$ cat config.mk
export PLATFORM = sky130hd
export DESIGN_NAME = bbo_ram
export DESIGN_NICKNAME = d
export VERILOG_FILES = /design/src/design/bbo_ram.sv
export SDC_FILE = /design/constraint.sdc
export NUM_CORES = 2
export LEC_CHECK = 0
export BUFFER_PORTS_ARGS = -buffer_cell sky130_fd_sc_hd__buf_2
export CORE_MARGIN = 2
export CORE_UTILIZATION = 43
export CTS_CLUSTER_SIZE = 24
export DETAILED_ROUTE_END_ITERATION = 6
export SLEW_MARGIN = 20
export SYNTH_ARGS = -nofsm -noshare
export SYNTH_HDL_FRONTEND = slang
export SYNTH_SLANG_ARGS = --single-unit
$ cat constraint.sdc
create_clock -name clk -period 2.7 [get_ports clk]
set_input_delay 0.135 -clock clk [delete_from_list [all_inputs] [get_ports clk]]
set_output_delay 0.135 -clock clk [all_outputs]
set_load 0.01 [all_outputs]
$ cat src/design/bbo_ram.sv
module bbo_ram #(
    parameter int WIDTH = 8,
    parameter int DEPTH = 256,
    parameter int AW    = $clog2(DEPTH)
) (
    input  logic             clk,
    input  logic             we,
    input  logic [AW-1:0]    waddr,
    input  logic [WIDTH-1:0] wdata,
    input  logic             re,
    input  logic [AW-1:0]    raddr,
    output logic [WIDTH-1:0] rdata
);

    logic [WIDTH-1:0] mem_reg [DEPTH];
    logic [WIDTH-1:0] rd_data_reg;

    always_ff @(posedge clk)
    begin
        if (we)
        begin
            mem_reg[waddr] <= wdata;
        end
        if (re)
        begin
            rd_data_reg <= mem_reg[raddr];
        end
    end

    assign rdata = rd_data_reg;

endmodule

Word level (Yosys, flattened, before mapping)
Memories as Yosys holds them, arrays and structs flattened. A register that Yosys moved wholly into a read port is not among the register bits.
Cells that the tools add are included.
{ "op_classes": {"n_mux": 2} }
{ "op_table": {"columns": ["cell", "count"], "rows": [
  ["1-bit 2-to-1 mux", 2]
]} }
{ "word_totals": {"inputBits": 27, "regBits": 0, "mem_count": 1, "out_inout_bits": 8, "wordCells": 3, "ram_bits": 2048} }
{ "mem_list": {"columns": ["memory", "words", "word_bits", "rd", "rd_ports_with_merged_regs", "wr", "line_no", "text"], "rows": [
  ["mem_reg", 256, 8, 1, 1, 1, "15", "logic [WIDTH-1:0] mem_reg [DEPTH];"]
]} }

Depth between registers and ports, before layout
{ "logic_depth": {"word_depth": 2, "ltp_mapped": 11, "depth_no_buf": 6} }

Worst setup path after synthesis
Ideal clock, no wire load.
{ "synth_timing": {"path_kind": "input -> register", "startpoint": "in raddr[0]", "endpoint": "reg rd_data_reg[2], in the netlist rdata[2] (read register of mem_reg) (data pin)", "arrival_ps": 1942, "setup_slack_ps": 489, "path_stages": 9, "setup_time_ps": 269, "n_path_buf": 4, "path_cell_list": "buf_6 buf_12 buf_8 buf_2 mux4_2 a22oi_1 a21oi_1 nor4_1 nor4_2"} }
{ "synth_rtl": {"columns": ["item", "line_no", "text"], "rows": [
  ["start, declared", "11", "input logic [AW-1:0] raddr,"],
  ["end, declared", "16", "logic [WIDTH-1:0] rd_data_reg;"]
]} }

==> impl_metrics.toml <==
[placed_design]
portBuffers = 34
dpl.hpwl_mm = 129
place.gp.congestion = 0.832

[layout]
fin_nets = 4383
largest_reg_flops = 2048
drive_above_1_share = 0.309
syn_to_final_growth_pct = 17.7
post-route-util = 0.511

[synth]
synth-seq-cells = 2056
synth_fp_nets = 3760
synth_top_area_share = 0.775
ys_seq_area_frac = 0.775
yosys-top-cells-count = "edfxtp_1 (2056), mux4_2 (454), nor2_1 (282)"
ys_types = 54
synth_enable_flop_cells = 2056
yosysMostFrequentCell = "edfxtp_1"
synth_area_leader_cell = "edfxtp_1"
syn-cell-area_um2 = 79600
async_flop_share = 0
synth_ff_type = "edfxtp_1"
synthCells = 3733
ys_warn_count = 0
netlist_top_cells_area = "edfxtp_1 (78%), mux4_2 (13%), mux2i_1 (1.7%)"
synth_area_per_cell_um2 = 21.3

[routing]
dr.pass1.iters = 6
drc_errors = 0
wl_per_cell_um = 29.0
viasPerCell = 5.77
routed_wl_mm = 203
drtIter0Drc = 4697
vias = 40300
ant_nets = 0

[global_routing]
grtUsageTotal = 0.217
overflow = 0
antenna_found_initial = 13
grt_max_degree = 99
first_global_vias = 40100
grt_pass1_wl_mm = 292

[critical_path]
path_class = "register to register"
worstReg2RegStart = "mem_reg[51][7]$_DFFE_PP_"
slowest_stage = "nor4_1"
ff2ff_path_depth = 6
regToRegEndpoint = "rdata[7]$_DFFE_PP_"
reg2reg_setup_slack_ns = 0.08
cp_common_cell = "nor4_1"
crit_chain = "mux4_2 -> o211ai_1 -> nand3_1 -> nor4_1 -> buf_4 -> nor4_1"
cp-end-kind = "register"
crit_arrival_ns = 3.21
crit_fanout = 1
cp_slowest_stage_delay_ns = 0.73
critPathRequiredTime_ns = 3.30
critPathLaunch = "mem_reg[51][7]$_DFFE_PP_"
worst_setup_path_start_kind = "register"

[floorplan]
core-area_um2 = 183000
die_h_um = 434
rows = 157
io_pins = 35
initial_core_util = 0.434
die_w_um = 434
die_area_um2 = 189000

[timing]
skew_ns = 0.0414
setup_violations = 0
slew_headroom = 0.399
fin_crit_sh = 0.969
rsz0062_at_grt = "false"
timing.fmax_ghz = 0.382
maxSlewViolCount = 0
finalCriticalPeriod_ns = 2.62
hold_viol = 0
finalSetupTns_ns = 0
worstMarginPinSlew_ns = 0.902

[pwr]
p_leak_uw = 0.0300
ir_drop_v = 0.000613
power_per_cell_area_nw_per_um2 = 707

[run_status]
status = "complete, no violations"

[cts]
clock_latency_ns = 0.84
cts-root-buf = "clkbuf_16"
cts.clk_slew.worst_paths_ns = 0.07
clockBufferDepth = 3
cts_tree = "yes"
htree_levels = 4
numCtsBuffers = 208
postCtsSetupRepairBufs = 0
clkSinkCount = 2056

[hold_path]
hp-class = "primary input to register"
hold_depth = 3
min_to = "mem_reg[212][6]$_DFFE_PP_"
min_from = "waddr[7]"

[flow_run]
drv_cap = 0
[timing repair]
item | 4_1_cts | 5_1_grt
hold buffers | 16 | 0
endpoints found under the hold margin | 703 | 0
gates resized for setup | 6 | 1
endpoints found under the setup margin | 4 | 1
[through the flow]
stage               hold WS (ns)  setup slack, ns  area, µm²  total power, µW  std cells
finish                    0.0741           0.0847      93700            66300       6988
global route              0.0336          0.00485      93700            68200       6988
CTS                      0.00813           0.0720      93700            66800       6986
detailed placement         0.594           -0.734      87000            39500       6594
global placement           0.592           -0.762      87000            39500       6594
floorplan                  0.234            0.489      79600            37600       3733
[layout by cell type (no fill, tap or decap), drive strengths merged, types with 2 or more instances in the layout]
cell type / n
diode: 2
clkinv: 102
clkinvlp: 10
o22ai: 28
buf: 629
nand2: 33
o21ai: 12
mux4: 456
a21oi: 96
o221ai: 47
a221oi: 14
a211oi: 16
or2: 4
o22a: 5
nor3: 22
nand4: 10
o32ai: 5
nor2b: 31
a311oi: 2
a2111oi: 5
dlygate4sd3: 16
nand3b: 2
a22oi: 133
a22o: 8
a31oi: 2
and3b: 2
nor4: 27
inv: 5
o211ai: 10
nand2b: 8
nand3: 34
mux2i: 134
bufinv: 12
and2: 6
clkbuf: 250
edfxtp: 2056
nor2: 282
[area by class of cell]
| cell class | count | area [µm²] |
|---|---|---|
| fillers | 14500 | 89800 |
| flip-flops and latches | 2056 | 61700 |
| multi-input cells | 1442 | 16500 |
| repair buffers | 646 | 5830 |
| clock buffers | 249 | 5400 |
| well taps | 2464 | 3080 |
| clock inverters | 127 | 1090 |
| inverters | 2 | 7.51 |
| diodes | 2 | 5.00 |
[power by group]
group | total [µW] | leakage (µW) | internal, µW | switching [µW]
clock | 27500 | 0.00315 | 15400 | 12000
sequential | 35200 | 0.0185 | 35200 | 29.2
combinational | 3590 | 0.00839 | 1410 | 2180
[critical path: cells and delay by family (launching register included)]
family	cells	cell delay (ns)
simple gates	3	0.97
compound gates	1	0.31
mux	1	0.48
flops	1	0.36
buf+inv	1	0.27
[cell families (layout without fill, tap and decap cells)]
| logic type | Yosys count | after routing | share of synthesized area |
|---|---|---|---|
| mux | 591 | 591 | 0.146 |
| simple gates | 466 | 466 | 0.0263 |
| flops | 2056 | 2056 | 0.775 |
| buf+inv | 235 | 1024 | 0.0183 |
| compound gates | 385 | 385 | 0.0342 |
| other cells | 0 | 2 | 0 |
[worst max-delay path by stage]
stage	slack, ns	to	cells after the start
floorplan	0.49	rdata[2]$_DFFE_PP_	9
global placement	-0.76	rdata[2]$_DFFE_PP_	9
detailed placement	-0.73	rdata[2]$_DFFE_PP_	9
CTS	0.07	rdata[1]$_DFFE_PP_	6
global route	0.005	rdata[3]$_DFFE_PP_	6
finish	0.08	rdata[7]$_DFFE_PP_	6
[metal layers]
layer	GRT usage	wire length, µm	vias to the layer above
met2	0.348	98500	1528
met1	0.314	86300	21600
met5	0	0	-
met4	0.0511	4120	0
li1	-	-	16900
met3	0.0325	13800	240
(Power assumes the default switching activity.)
