==> src/design/bbo_pkg.sv <==
package bbo_pkg;

    localparam int CFG_W     = 9;
    localparam int CFG_IDX_W = 1;
    localparam int DIM_MIN   = 3;
    localparam int DIM_RESET = 256;

    typedef enum logic [1:0] {
        OP_LOAD  = 2'd0,
        OP_READ  = 2'd1,
        OP_CLEAR = 2'd2
    } opcode_t;

    localparam logic [CFG_IDX_W-1:0] CFG_WIDTH  = 1'd0;
    localparam logic [CFG_IDX_W-1:0] CFG_HEIGHT = 1'd1;

    localparam logic [13:0] GRAY_WB    = 14'd1868;
    localparam logic [13:0] GRAY_WG    = 14'd9617;
    localparam logic [13:0] GRAY_WR    = 14'd4899;
    localparam logic [21:0] GRAY_ROUND = 22'd8192;
    localparam int          GRAY_SHIFT = 14;

    localparam int BM_MARK = 0;
    localparam int BM_BIN  = 1;

    function automatic int clamp_dim(logic [CFG_W-1:0] v, int maxv);
        int x;
        x = int'(v);
        if (x < DIM_MIN)
        begin
            x = DIM_MIN;
        end
        if (x > maxv)
        begin
            x = maxv;
        end
        return x;
    endfunction

endpackage

==> src/design/bbo_mul.sv <==
module bbo_mul #(
    parameter int W = 8
) (
    input  logic         clk,
    input  logic         rst_n,
    input  logic         start,
    input  logic [W-1:0] a,
    input  logic [W-1:0] b,
    output logic         done,
    output logic [W-1:0] prod
);

    logic         busy_reg, busy_next;
    logic [W-1:0] a_reg, a_next;
    logic [W-1:0] b_reg, b_next;
    logic [W-1:0] acc_reg, acc_next;

    always_comb
    begin
        busy_next = busy_reg;
        a_next    = a_reg;
        b_next    = b_reg;
        acc_next  = acc_reg;
        if (start)
        begin
            busy_next = 1'b1;
            a_next    = a;
            b_next    = b;
            acc_next  = '0;
        end
        else if (busy_reg)
        begin
            if (b_reg == '0)
            begin
                busy_next = 1'b0;
            end
            else
            begin
                if (b_reg[0])
                begin
                    acc_next = acc_reg + a_reg;
                end
                a_next = a_reg << 1;
                b_next = b_reg >> 1;
            end
        end
    end

    always_ff @(posedge clk or negedge rst_n)
    begin
        if (!rst_n)
        begin
            busy_reg <= 1'b0;
        end
        else
        begin
            busy_reg <= busy_next;
        end
    end

    always_ff @(posedge clk)
    begin
        a_reg   <= a_next;
        b_reg   <= b_next;
        acc_reg <= acc_next;
    end

    assign done = busy_reg && (b_reg == '0);
    assign prod = acc_reg;

endmodule

==> src/design/bbo_otsu.sv <==
module bbo_otsu import bbo_pkg::*; #(
    parameter int PW = 17
) (
    input  logic          clk,
    input  logic          rst_n,
    input  logic          start,
    input  logic [PW-1:0] total,
    output logic          hist_re,
    output logic [7:0]    hist_addr,
    input  logic [PW-1:0] hist_data,
    output logic          done,
    output logic [7:0]    level
);

    localparam int SW   = PW + 8;
    localparam int AW   = PW + SW;
    localparam int DENW = 2 * PW;
    localparam int LW   = 2 * AW + DENW;

    typedef enum logic [10:0] {
        O_IDLE   = 11'b00000000001,
        O_SUM_RD = 11'b00000000010,
        O_SUM_AC = 11'b00000000100,
        O_RD     = 11'b00000001000,
        O_ACC    = 11'b00000010000,
        O_MA     = 11'b00000100000,
        O_MB     = 11'b00001000000,
        O_MDEN   = 11'b00010000000,
        O_MSQ    = 11'b00100000000,
        O_ML     = 11'b01000000000,
        O_MR     = 11'b10000000000
    } ostate_t;

    ostate_t         state_reg, state_next;
    logic            done_reg, done_next;
    logic [7:0]      idx_reg, idx_next;
    logic [SW-1:0]   sum_reg, sum_next;
    logic [PW-1:0]   w1_reg, w1_next;
    logic [SW-1:0]   s1_reg, s1_next;
    logic [AW-1:0]   a_reg, a_next;
    logic [AW-1:0]   d_reg, d_next;
    logic [DENW-1:0] den_reg, den_next;
    logic [2*AW-1:0] sq_reg, sq_next;
    logic [LW-1:0]   lhs_reg, lhs_next;
    logic [2*AW-1:0] best_sq_reg, best_sq_next;
    logic [DENW-1:0] best_den_reg, best_den_next;
    logic [7:0]      best_reg, best_next;

    logic            mul_start, mul_done, adv;
    logic [LW-1:0]   mul_a, mul_b, prod;
    logic [PW-1:0]   w1_new;
    logic [SW-1:0]   s1_new, ih;
    logic [AW-1:0]   pb;

    bbo_mul #(.W(LW)) u_mul (
        .clk   (clk),
        .rst_n (rst_n),
        .start (mul_start),
        .a     (mul_a),
        .b     (mul_b),
        .done  (mul_done),
        .prod  (prod)
    );

    assign ih     = SW'(idx_reg) * SW'(hist_data);
    assign w1_new = w1_reg + hist_data;
    assign s1_new = s1_reg + ih;
    assign pb     = prod[AW-1:0];

    always_comb
    begin
        state_next    = state_reg;
        done_next     = 1'b0;
        idx_next      = idx_reg;
        sum_next      = sum_reg;
        w1_next       = w1_reg;
        s1_next       = s1_reg;
        a_next        = a_reg;
        d_next        = d_reg;
        den_next      = den_reg;
        sq_next       = sq_reg;
        lhs_next      = lhs_reg;
        best_sq_next  = best_sq_reg;
        best_den_next = best_den_reg;
        best_next     = best_reg;
        hist_re       = 1'b0;
        hist_addr     = idx_reg;
        mul_start     = 1'b0;
        mul_a         = '0;
        mul_b         = '0;
        adv           = 1'b0;
        unique case (state_reg)
            O_IDLE:
            begin
                if (start)
                begin
                    idx_next      = '0;
                    sum_next      = '0;
                    best_sq_next  = '0;
                    best_den_next = DENW'(1);
                    best_next     = '0;
                    state_next    = O_SUM_RD;
                end
            end
            O_SUM_RD:
            begin
                hist_re    = 1'b1;
                state_next = O_SUM_AC;
            end
            O_SUM_AC:
            begin
                sum_next = sum_reg + ih;
                idx_next = idx_reg + 8'd1;
                if (idx_reg == 8'hFF)
                begin
                    w1_next    = '0;
                    s1_next    = '0;
                    state_next = O_RD;
                end
                else
                begin
                    state_next = O_SUM_RD;
                end
            end
            O_RD:
            begin
                hist_re    = 1'b1;
                state_next = O_ACC;
            end
            O_ACC:
            begin
                w1_next = w1_new;
                s1_next = s1_new;
                if (w1_new == '0 || w1_new >= total)
                begin
                    adv = 1'b1;
                end
                else
                begin
                    mul_start  = 1'b1;
                    mul_a      = LW'(total);
                    mul_b      = LW'(s1_new);
                    state_next = O_MA;
                end
            end
            O_MA:
            begin
                if (mul_done)
                begin
                    a_next     = pb;
                    mul_start  = 1'b1;
                    mul_a      = LW'(w1_reg);
                    mul_b      = LW'(sum_reg);
                    state_next = O_MB;
                end
            end
            O_MB:
            begin
                if (mul_done)
                begin
                    d_next     = (a_reg > pb) ? a_reg - pb : pb - a_reg;
                    mul_start  = 1'b1;
                    mul_a      = LW'(w1_reg);
                    mul_b      = LW'(total - w1_reg);
                    state_next = O_MDEN;
                end
            end
            O_MDEN:
            begin
                if (mul_done)
                begin
                    den_next   = prod[DENW-1:0];
                    mul_start  = 1'b1;
                    mul_a      = LW'(d_reg);
                    mul_b      = LW'(d_reg);
                    state_next = O_MSQ;
                end
            end
            O_MSQ:
            begin
                if (mul_done)
                begin
                    sq_next    = prod[2*AW-1:0];
                    mul_start  = 1'b1;
                    mul_a      = LW'(prod[2*AW-1:0]);
                    mul_b      = LW'(best_den_reg);
                    state_next = O_ML;
                end
            end
            O_ML:
            begin
                if (mul_done)
                begin
                    lhs_next   = prod;
                    mul_start  = 1'b1;
                    mul_a      = LW'(best_sq_reg);
                    mul_b      = LW'(den_reg);
                    state_next = O_MR;
                end
            end
            O_MR:
            begin
                if (mul_done)
                begin
                    if (lhs_reg > prod)
                    begin
                        best_sq_next  = sq_reg;
                        best_den_next = den_reg;
                        best_next     = idx_reg;
                    end
                    adv = 1'b1;
                end
            end
            default:
            begin
                state_next = O_IDLE;
            end
        endcase
        if (adv)
        begin
            if (idx_reg == 8'hFF)
            begin
                done_next  = 1'b1;
                state_next = O_IDLE;
            end
            else
            begin
                idx_next   = idx_reg + 8'd1;
                state_next = O_RD;
            end
        end
    end

    always_ff @(posedge clk or negedge rst_n)
    begin
        if (!rst_n)
        begin
            state_reg <= O_IDLE;
            done_reg  <= 1'b0;
        end
        else
        begin
            state_reg <= state_next;
            done_reg  <= done_next;
        end
    end

    always_ff @(posedge clk)
    begin
        idx_reg      <= idx_next;
        sum_reg      <= sum_next;
        w1_reg       <= w1_next;
        s1_reg       <= s1_next;
        a_reg        <= a_next;
        d_reg        <= d_next;
        den_reg      <= den_next;
        sq_reg       <= sq_next;
        lhs_reg      <= lhs_next;
        best_sq_reg  <= best_sq_next;
        best_den_reg <= best_den_next;
        best_reg     <= best_next;
    end

    assign done  = done_reg;
    assign level = best_reg;

endmodule

==> config.mk <==
export PLATFORM = sky130hd
export DESIGN_NAME = bbo_otsu
export DESIGN_NICKNAME = d
export VERILOG_FILES = /design/src/design/bbo_pkg.sv /design/src/design/bbo_mul.sv /design/src/design/bbo_otsu.sv
export SDC_FILE = /design/constraint.sdc
export NUM_CORES = 2
export LEC_CHECK = 0
export BUFFER_PORTS_ARGS = -buffer_cell sky130_fd_sc_hd__buf_2
export CAP_MARGIN = 30
export CELL_PAD_IN_SITES_DETAIL_PLACEMENT = 1
export CELL_PAD_IN_SITES_GLOBAL_PLACEMENT = 2
export CORE_UTILIZATION = 39
export CTS_BUF_LIST = sky130_fd_sc_hd__clkbuf_16
export DETAILED_ROUTE_END_ITERATION = 8
export PLACE_DENSITY_LB_ADDON = 0.2
export SLEW_MARGIN = 5
export SYNTH_ARGS = -nofsm -noshare
export SYNTH_HDL_FRONTEND = slang
export SYNTH_HIERARCHICAL = 1
export SYNTH_SLANG_ARGS = --single-unit
export TNS_END_PERCENT = 50
==> constraint.sdc <==
create_clock -name clk -period 13.15 [get_ports clk]
set_input_delay 1.9725 -clock clk [delete_from_list [all_inputs] [get_ports clk]]
set_output_delay 1.9725 -clock clk [all_outputs]
set_load 0.005 [all_outputs]
* Yosys cells after proc, flatten, opt, wreduce, memory -nomap -nowiden *
Cells that the tools add are included.

word-level totals
  register bits after elaboration = 888
  input bits = 37
  output and inout bits = 18
  logic and storage cells = 141

cells by class
  add/subtract/negate cells = 8
  multiply operators = 1
  order comparisons = 3
  equal/unequal tests = 25
  multiplexer cells = 63
  bitwise logic cells = 1
  reductions and logical operators = 22

operator list
  kind                                           number
  two-way mux 118 bit                            7
  one-hot mux 118 bit (6 select lines)           1
  two-way mux 84 bit                             5
  one-hot mux 84 bit (5 select lines)            1
  two-way mux 34 bit                             5
  one-hot mux 84 bit (2 select lines)            1
  one-hot mux 11 bit (11 select lines)           1
  adder 118 bit                                  1
  > comparator 118 bit                           1
  zero test 118 bit                              1
  two-way mux 25 bit                             4
  one-hot mux 25 bit (2 select lines)            2
  two-way mux 11 bit                             8
  two-way mux 42 bit                             2
  subtractor 42 bit                              2
  one-hot mux 34 bit (2 select lines)            1
  two-way mux 17 bit                             3
  adder 25 bit                                   2
  two-way mux 8 bit                              6
  > comparator 42 bit                            1
  one-hot mux 17 bit (2 select lines)            1
  one-hot mux 8 bit (2 select lines)             2
  multiplier 8 x 17 -> 25 bit                    1
  inequality test 3 bit (second input constant)  7
  31 further kinds                               57

* Depth between registers and ports, before layout *
  word-level depth = 7
  gate-level depth with buffers = 32
  gate-level depth less buffers = 31

* Modules after synthesis *
Netlist, hierarchy kept.

by module, submodules not included
  module    times used  cells an instance  area an instance (um^2)  seq. area each (um^2)
  bbo_otsu  1           3342               35798.1                  15866.5
  bbo_mul   1           2227               21770.9                  9474.1

* Worst setup path before layout *
Ideal clock, no wire load.

  path type = register to register
  start point = reg state_reg[7]
  end point = reg best_den_reg[0] (enable)
  library setup time = 0.812 ns
  arrival time = 11.527 ns
  data required time = 12.338 ns
  slack = 0.811 ns
  stages on the path, launching flop included = 8
  buffers on the path = 2
  clock period less this slack = 12.339 ns
  cells stage by stage = dfrtp_1 clkbuf_1 nor4b_1 nand3_1 nor3b_2 clkbuf_1 o21ai_0 a221oi_1

between the ends
  word-level cells in the longest chain between the ends = 3
  elaborated cells on any way between the ends = 7
  classes of those cells = eq/ne (5); reduce/logical (2)

RTL lines
  what                                                                          RTL line         text
  start: declaration                                                            bbo_otsu.sv:34   ostate_t state_reg, state_next;
  start signal: assignment                                                      bbo_otsu.sv:243  state_reg <= state_next;
  == test 11 bit or == test 11 x 1 -> 1 bit (tied branches)                     bbo_otsu.sv:92   unique case (state_reg)
  inequality test 2 bit (no source line) or nonzero test 2 bit (tied branches)  n/a
  AND reduction 4 bit (no source line) (*)                                      n/a
  end signal: assignment                                                        bbo_otsu.sv:260  best_den_reg <= best_den_next;
  end: declaration                                                              bbo_otsu.sv:46   logic [DENW-1:0] best_den_reg, best_den_next;

Every way passes the cells marked *; elsewhere a longest branch is shown, timed or not.
A chain may end at the register's enable or synchronous reset.

* Worst setup path in the final report *
  start point = in hist_data[0]
  end point = reg u_mul.a_reg[48] (enable)

between the ends
  word-level cells in the longest chain between the ends = 7
  elaborated cells on any way between the ends = 9
  classes of those cells = add/sub (1); order compare (1); eq/ne (1); mux (2); reduce/logical (4)

RTL lines
  what                                                                          RTL line         text
  start: declaration                                                            bbo_otsu.sv:10   input logic [PW-1:0] hist_data,
  adder 17 bit (*)                                                              bbo_otsu.sv:66   assign w1_new = w1_reg + hist_data;
  via w1_new[16]                                                                bbo_otsu.sv:51   logic [PW-1:0] w1_new;
  >= comparator 17 bit or zero test 17 bit (tied branches)                      bbo_otsu.sv:134  if (w1_new == '0 || w1_new >= total)
  logical OR 1 bit (*)                                                          bbo_otsu.sv:134
  two-way mux 1 bit (*)                                                         bbo_otsu.sv:134
  one-hot mux 1 bit (2 select lines) (*)                                        bbo_otsu.sv:92
  via mul_start                                                                 bbo_otsu.sv:49   logic mul_start, mul_done, adv;
  inequality test 2 bit (no source line) or nonzero test 2 bit (tied branches)  n/a
  AND reduction 2 bit (no source line) (*)                                      n/a
  end signal: assignment                                                        bbo_mul.sv:63    a_reg <= a_next;
  end: declaration                                                              bbo_mul.sv:14    logic [W-1:0] a_reg, a_next;

The timed path passes the listed nets; every way through them passes the cells marked *.

==> metrics list <==
- Number of nets with antenna violations after detailed routing: 0
- Final Cycle Share: 63.2%
- Of all cell types, the one taking the most synthesized area is sky130_fd_sc_hd__edfxtp_1.
- Unrepaired setup endpoints after global routing: false
- Number of max-slew violations in the final report: 0
* Total via count in the routed design: around 43000
* Source-to-sink clock delay at the later pin of the worst-skew pair: approximately 0.74 ns
- Result of the run: complete, no violations
* Critical path endpoint category: flip-flop
* TritonCTS buffer count: around 110
- PortBufs: 54
- The H-tree was split into 3 levels.
- Along the worst hold path, the cell count comes to 2.
- The first global-routing pass estimated approximately 270000 um of wire.
- Global routing used a little under a quarter of the available tracks.
- Worst stage delay on the critical path: about 0.81 ns
- Placeable core region: between 100000 and 150000 um^2
* Number of enable flip-flop cells after synthesis: around 750
- Cell variety after synth: between 100 and 150
- Count of endpoints failing hold in the final timing report: 0
* Count of clock tree sinks: a little under 900
* Dominant delay contributor by cell family on the critical path: compound AO/OA/AOI/OAI gates
- In this run the worst path has a maximum fanout of 65.
- Clock slew at reported path FFs: approximately 0.060 ns
- Post-Syn Area: around 58000 um^2
- Worst path cell trace: buf_2 -> ha_1 -> fa_1 -> a211oi_1 -> o21a_1 -> nor3_1 -> o31ai_1 -> a21oi_1 -> xnor2_1 -> ha_1 -> o21ai_0 -> nor4_1 -> a211oi_1 -> nand2b_4 -> nor2_1 -> inv_1 -> nand2_4 -> a21o_4 -> buf_4
* Fin nets: a little over 6000
* Actual transition at the worst max-transition pin: between 1 and 1.5 ns
- Number of setup violations in the final report: 0
* DRC violations left: 0
* Drt first pass iters: 6
- Number of standard-cell rows in the floorplan: 140
* Maximum number of pins on one net before global-route repair: between 150 and 200
* Instance count on the critical path: 19
* Total of flip-flops plus latches after synthesis: ~890
* Slowest-stage cell, CP: sky130_fd_sc_hd__buf_4
- Post-CTS repair timing setup buffer count: 0
* Layout Skew: ~0.039 ns
* Vias in the first global route: 44700
* Fraction of the yosys area taken by sequential cells: 44.0%
* Worst R2R Path Depth: 31
- Post-detailed-route wirelength per cell: around 23 um
* TritonCTS clock tree: done
* Initial DRC count: between 2000 and 3000
- The worst hold path belongs to the class reg2reg.
- Mean area per synthesized cell: slightly above 10 um^2
- Post-layout min period: a little over 8 ns
- Across the run, the number of max-cap violations was 0.
- Placed wire-length estimate: around 130000 um
- Measured along the x axis, the die boundary spans 386 um.
- Dominant synthesized flop cell: sky130_fd_sc_hd__edfxtp_1
* Placed Cells incl. Taps: approximately 7400
- The finished layout holds ~7600 standard cells, fillers aside.
* Count of hold-fix buffers inserted at cts: 0
- Arrival time at the worst endpoint: 8.64 ns
- Crit Path Class: in2reg
- Smallest hold slack: 0.493 ns
- Final weighted congestion in routability-driven placement: 0.891
- Die footprint: 149000 um^2
- The filler cells instantiated in the layout total 16100.
- Kind of launch point of the worst setup path: primary input
- Buf/Inv on CP: 3
- Warnings from Yosys: 6
- Worst Path Required: roughly 13 ns
- Dominant cells by area after synthesis: sky130_fd_sc_hd__edfxtp_1 (39%), sky130_fd_sc_hd__ha_1 (10%), sky130_fd_sc_hd__mux2_2 (4.6%)
* Number of primary I/O pins: 55
* Max-slew headroom at the worst pin: around 26%
* Top cell type's share of synthesized area: 39.1%
- Root Driver: sky130_fd_sc_hd__clkbuf_16
* Final WL: between 150000 and 200000 um
* Setup_tns: 0 ns
* Synth-to-layout area growth: 10.4%
- Global route total overflow: 0
- Async set-reset flop share out of synthesis: 1.46%
- Maximum clock insertion buffer count: 3
- Timing would allow up to between 0.1 and 0.15 GHz.
- Measured along the y axis, the die boundary spans roughly 390 um.
- After detailed routing, the number of vias per cell comes to between 5 and 6.
- Once the clock tree was built, the resizer swapped 0 gates to a different size.
- Share of final-layout standard cells stronger than drive strength 1: between 10% and 20%
* Synthesized instance count: 5569
- The number of antenna violations at the first check in global routing is 2.
* Initial Util: 39.4%
## per-stage QoR
step / utilization [%] / area, um^2 / setup slack, ns
floorplan: - / 57700 / 0.811
global placement: 41.0 / 59900 / 4.22
detailed placement: 41.1 / 60000 / 4.15
CTS: 43.5 / 63500 / 4.90
global route: 43.5 / 63500 / 4.35
finish: 43.5 / 63500 / 4.83
## kinds of logic after synthesis
logic type               Yosys count  share of synthesized area, %
buffers and inverters            633                          4.23
flip-flops                       888                          44.0
other                              1                       0.00651
XOR/XNOR                         223                          3.42
AND/OR/NAND/NOR                 1625                          14.0
AO/OA/AOI/OAI                   1384                          15.9
multiplexers                     255                          4.95
adder cells (fa/ha/maj)          560                          13.4
## metal layers
metal / GRT usage [%] / wire, um
met5: 0 / 0
met4: 6.20 / 4670
met2: 40.5 / 85300
met3: 2.36 / 5280
met1: 31.0 / 79500
## Yosys cell counts (53+ instances only)
library cell and instances:
sky130_fd_sc_hd__fa_1 97, sky130_fd_sc_hd__nand4_1 107, sky130_fd_sc_hd__dfxtp_1 126, sky130_fd_sc_hd__xor2_1 98
sky130_fd_sc_hd__nor2_1 299, sky130_fd_sc_hd__nand3_1 65, sky130_fd_sc_hd__a21o_1 163, sky130_fd_sc_hd__and2_1 250
sky130_fd_sc_hd__o21ai_0 212, sky130_fd_sc_hd__a21oi_1 448, sky130_fd_sc_hd__ha_1 463, sky130_fd_sc_hd__clkbuf_1 190
sky130_fd_sc_hd__edfxtp_1 749, sky130_fd_sc_hd__nand2_1 544, sky130_fd_sc_hd__o21bai_1 53, sky130_fd_sc_hd__xnor2_1 124
sky130_fd_sc_hd__nor3_1 71, sky130_fd_sc_hd__a222oi_1 67, sky130_fd_sc_hd__mux2_2 236, sky130_fd_sc_hd__inv_1 391
## cell usage in the layout, fill, tap and decap left out, drive strengths merged, types with 39 or more instances in the layout
master    n
a21o    163
a21oi   452
a222oi   67
a22o     47
a31oi    39
and2    250
buf     110
clkbuf  108
clkinv   41
dfxtp   126
edfxtp  749
fa       97
ha      463
inv     417
mux2    237
nand2   547
nand2b   44
nand3    65
nand4   107
nor2    300
nor2b    49
nor3     72
nor4     54
o211ai   52
o21a     48
o21ai   243
o21bai   53
xnor2   124
xor2     98
## path summary, 6_finish.rpt
| kind | from | to | slack, ns |
|---|---|---|---|
| min | u_mul/prod[107] | u_mul/prod[107] | 0.49 |
| min reg2reg | u_mul/prod[107] | u_mul/prod[107] | 0.49 |
| max in group asynchronous | rst_n | state_reg[0] | 11.66 |
| max reg2reg | hist_addr[3] | u_mul/b_reg[23] | 5.49 |
| min in group asynchronous | rst_n | state_reg[3] | 1.17 |
| max | hist_data[0] | u_mul/a_reg[48] | 4.83 |
## worst reg2reg max path: cells and delay by family, from the launching register on
family / cells / cell delay [ns]
buffers and inverters: 4 / 0.45
AND/OR/NAND/NOR: 6 / 0.51
AO/OA/AOI/OAI: 12 / 2.39
multiplexers: 1 / 0.28
adder cells (fa/ha/maj): 6 / 2.70
flip-flops: 1 / 0.71
XOR/XNOR: 2 / 0.36
## final cells by class
| type | count | area [um^2] | share of cell area, % |
|---|---|---|---|
| antenna | 1 | 2.50 | 0.00394 |
| clock buffer | 107 | 2680 | 4.21 |
| clock inverter | 89 | 848 | 1.33 |
| inverter | 392 | 1470 | 2.32 |
| multi-input combinational | 4081 | 30000 | 47.2 |
| sequential | 888 | 25300 | 39.9 |
| tap | 1917 | 2400 | 3.77 |
| timing repair buffer | 111 | 785 | 1.23 |
Power is left out: the tool's default activity adds up to more than one toggle a clock period on the data nets, which glitch-free logic cannot reach.
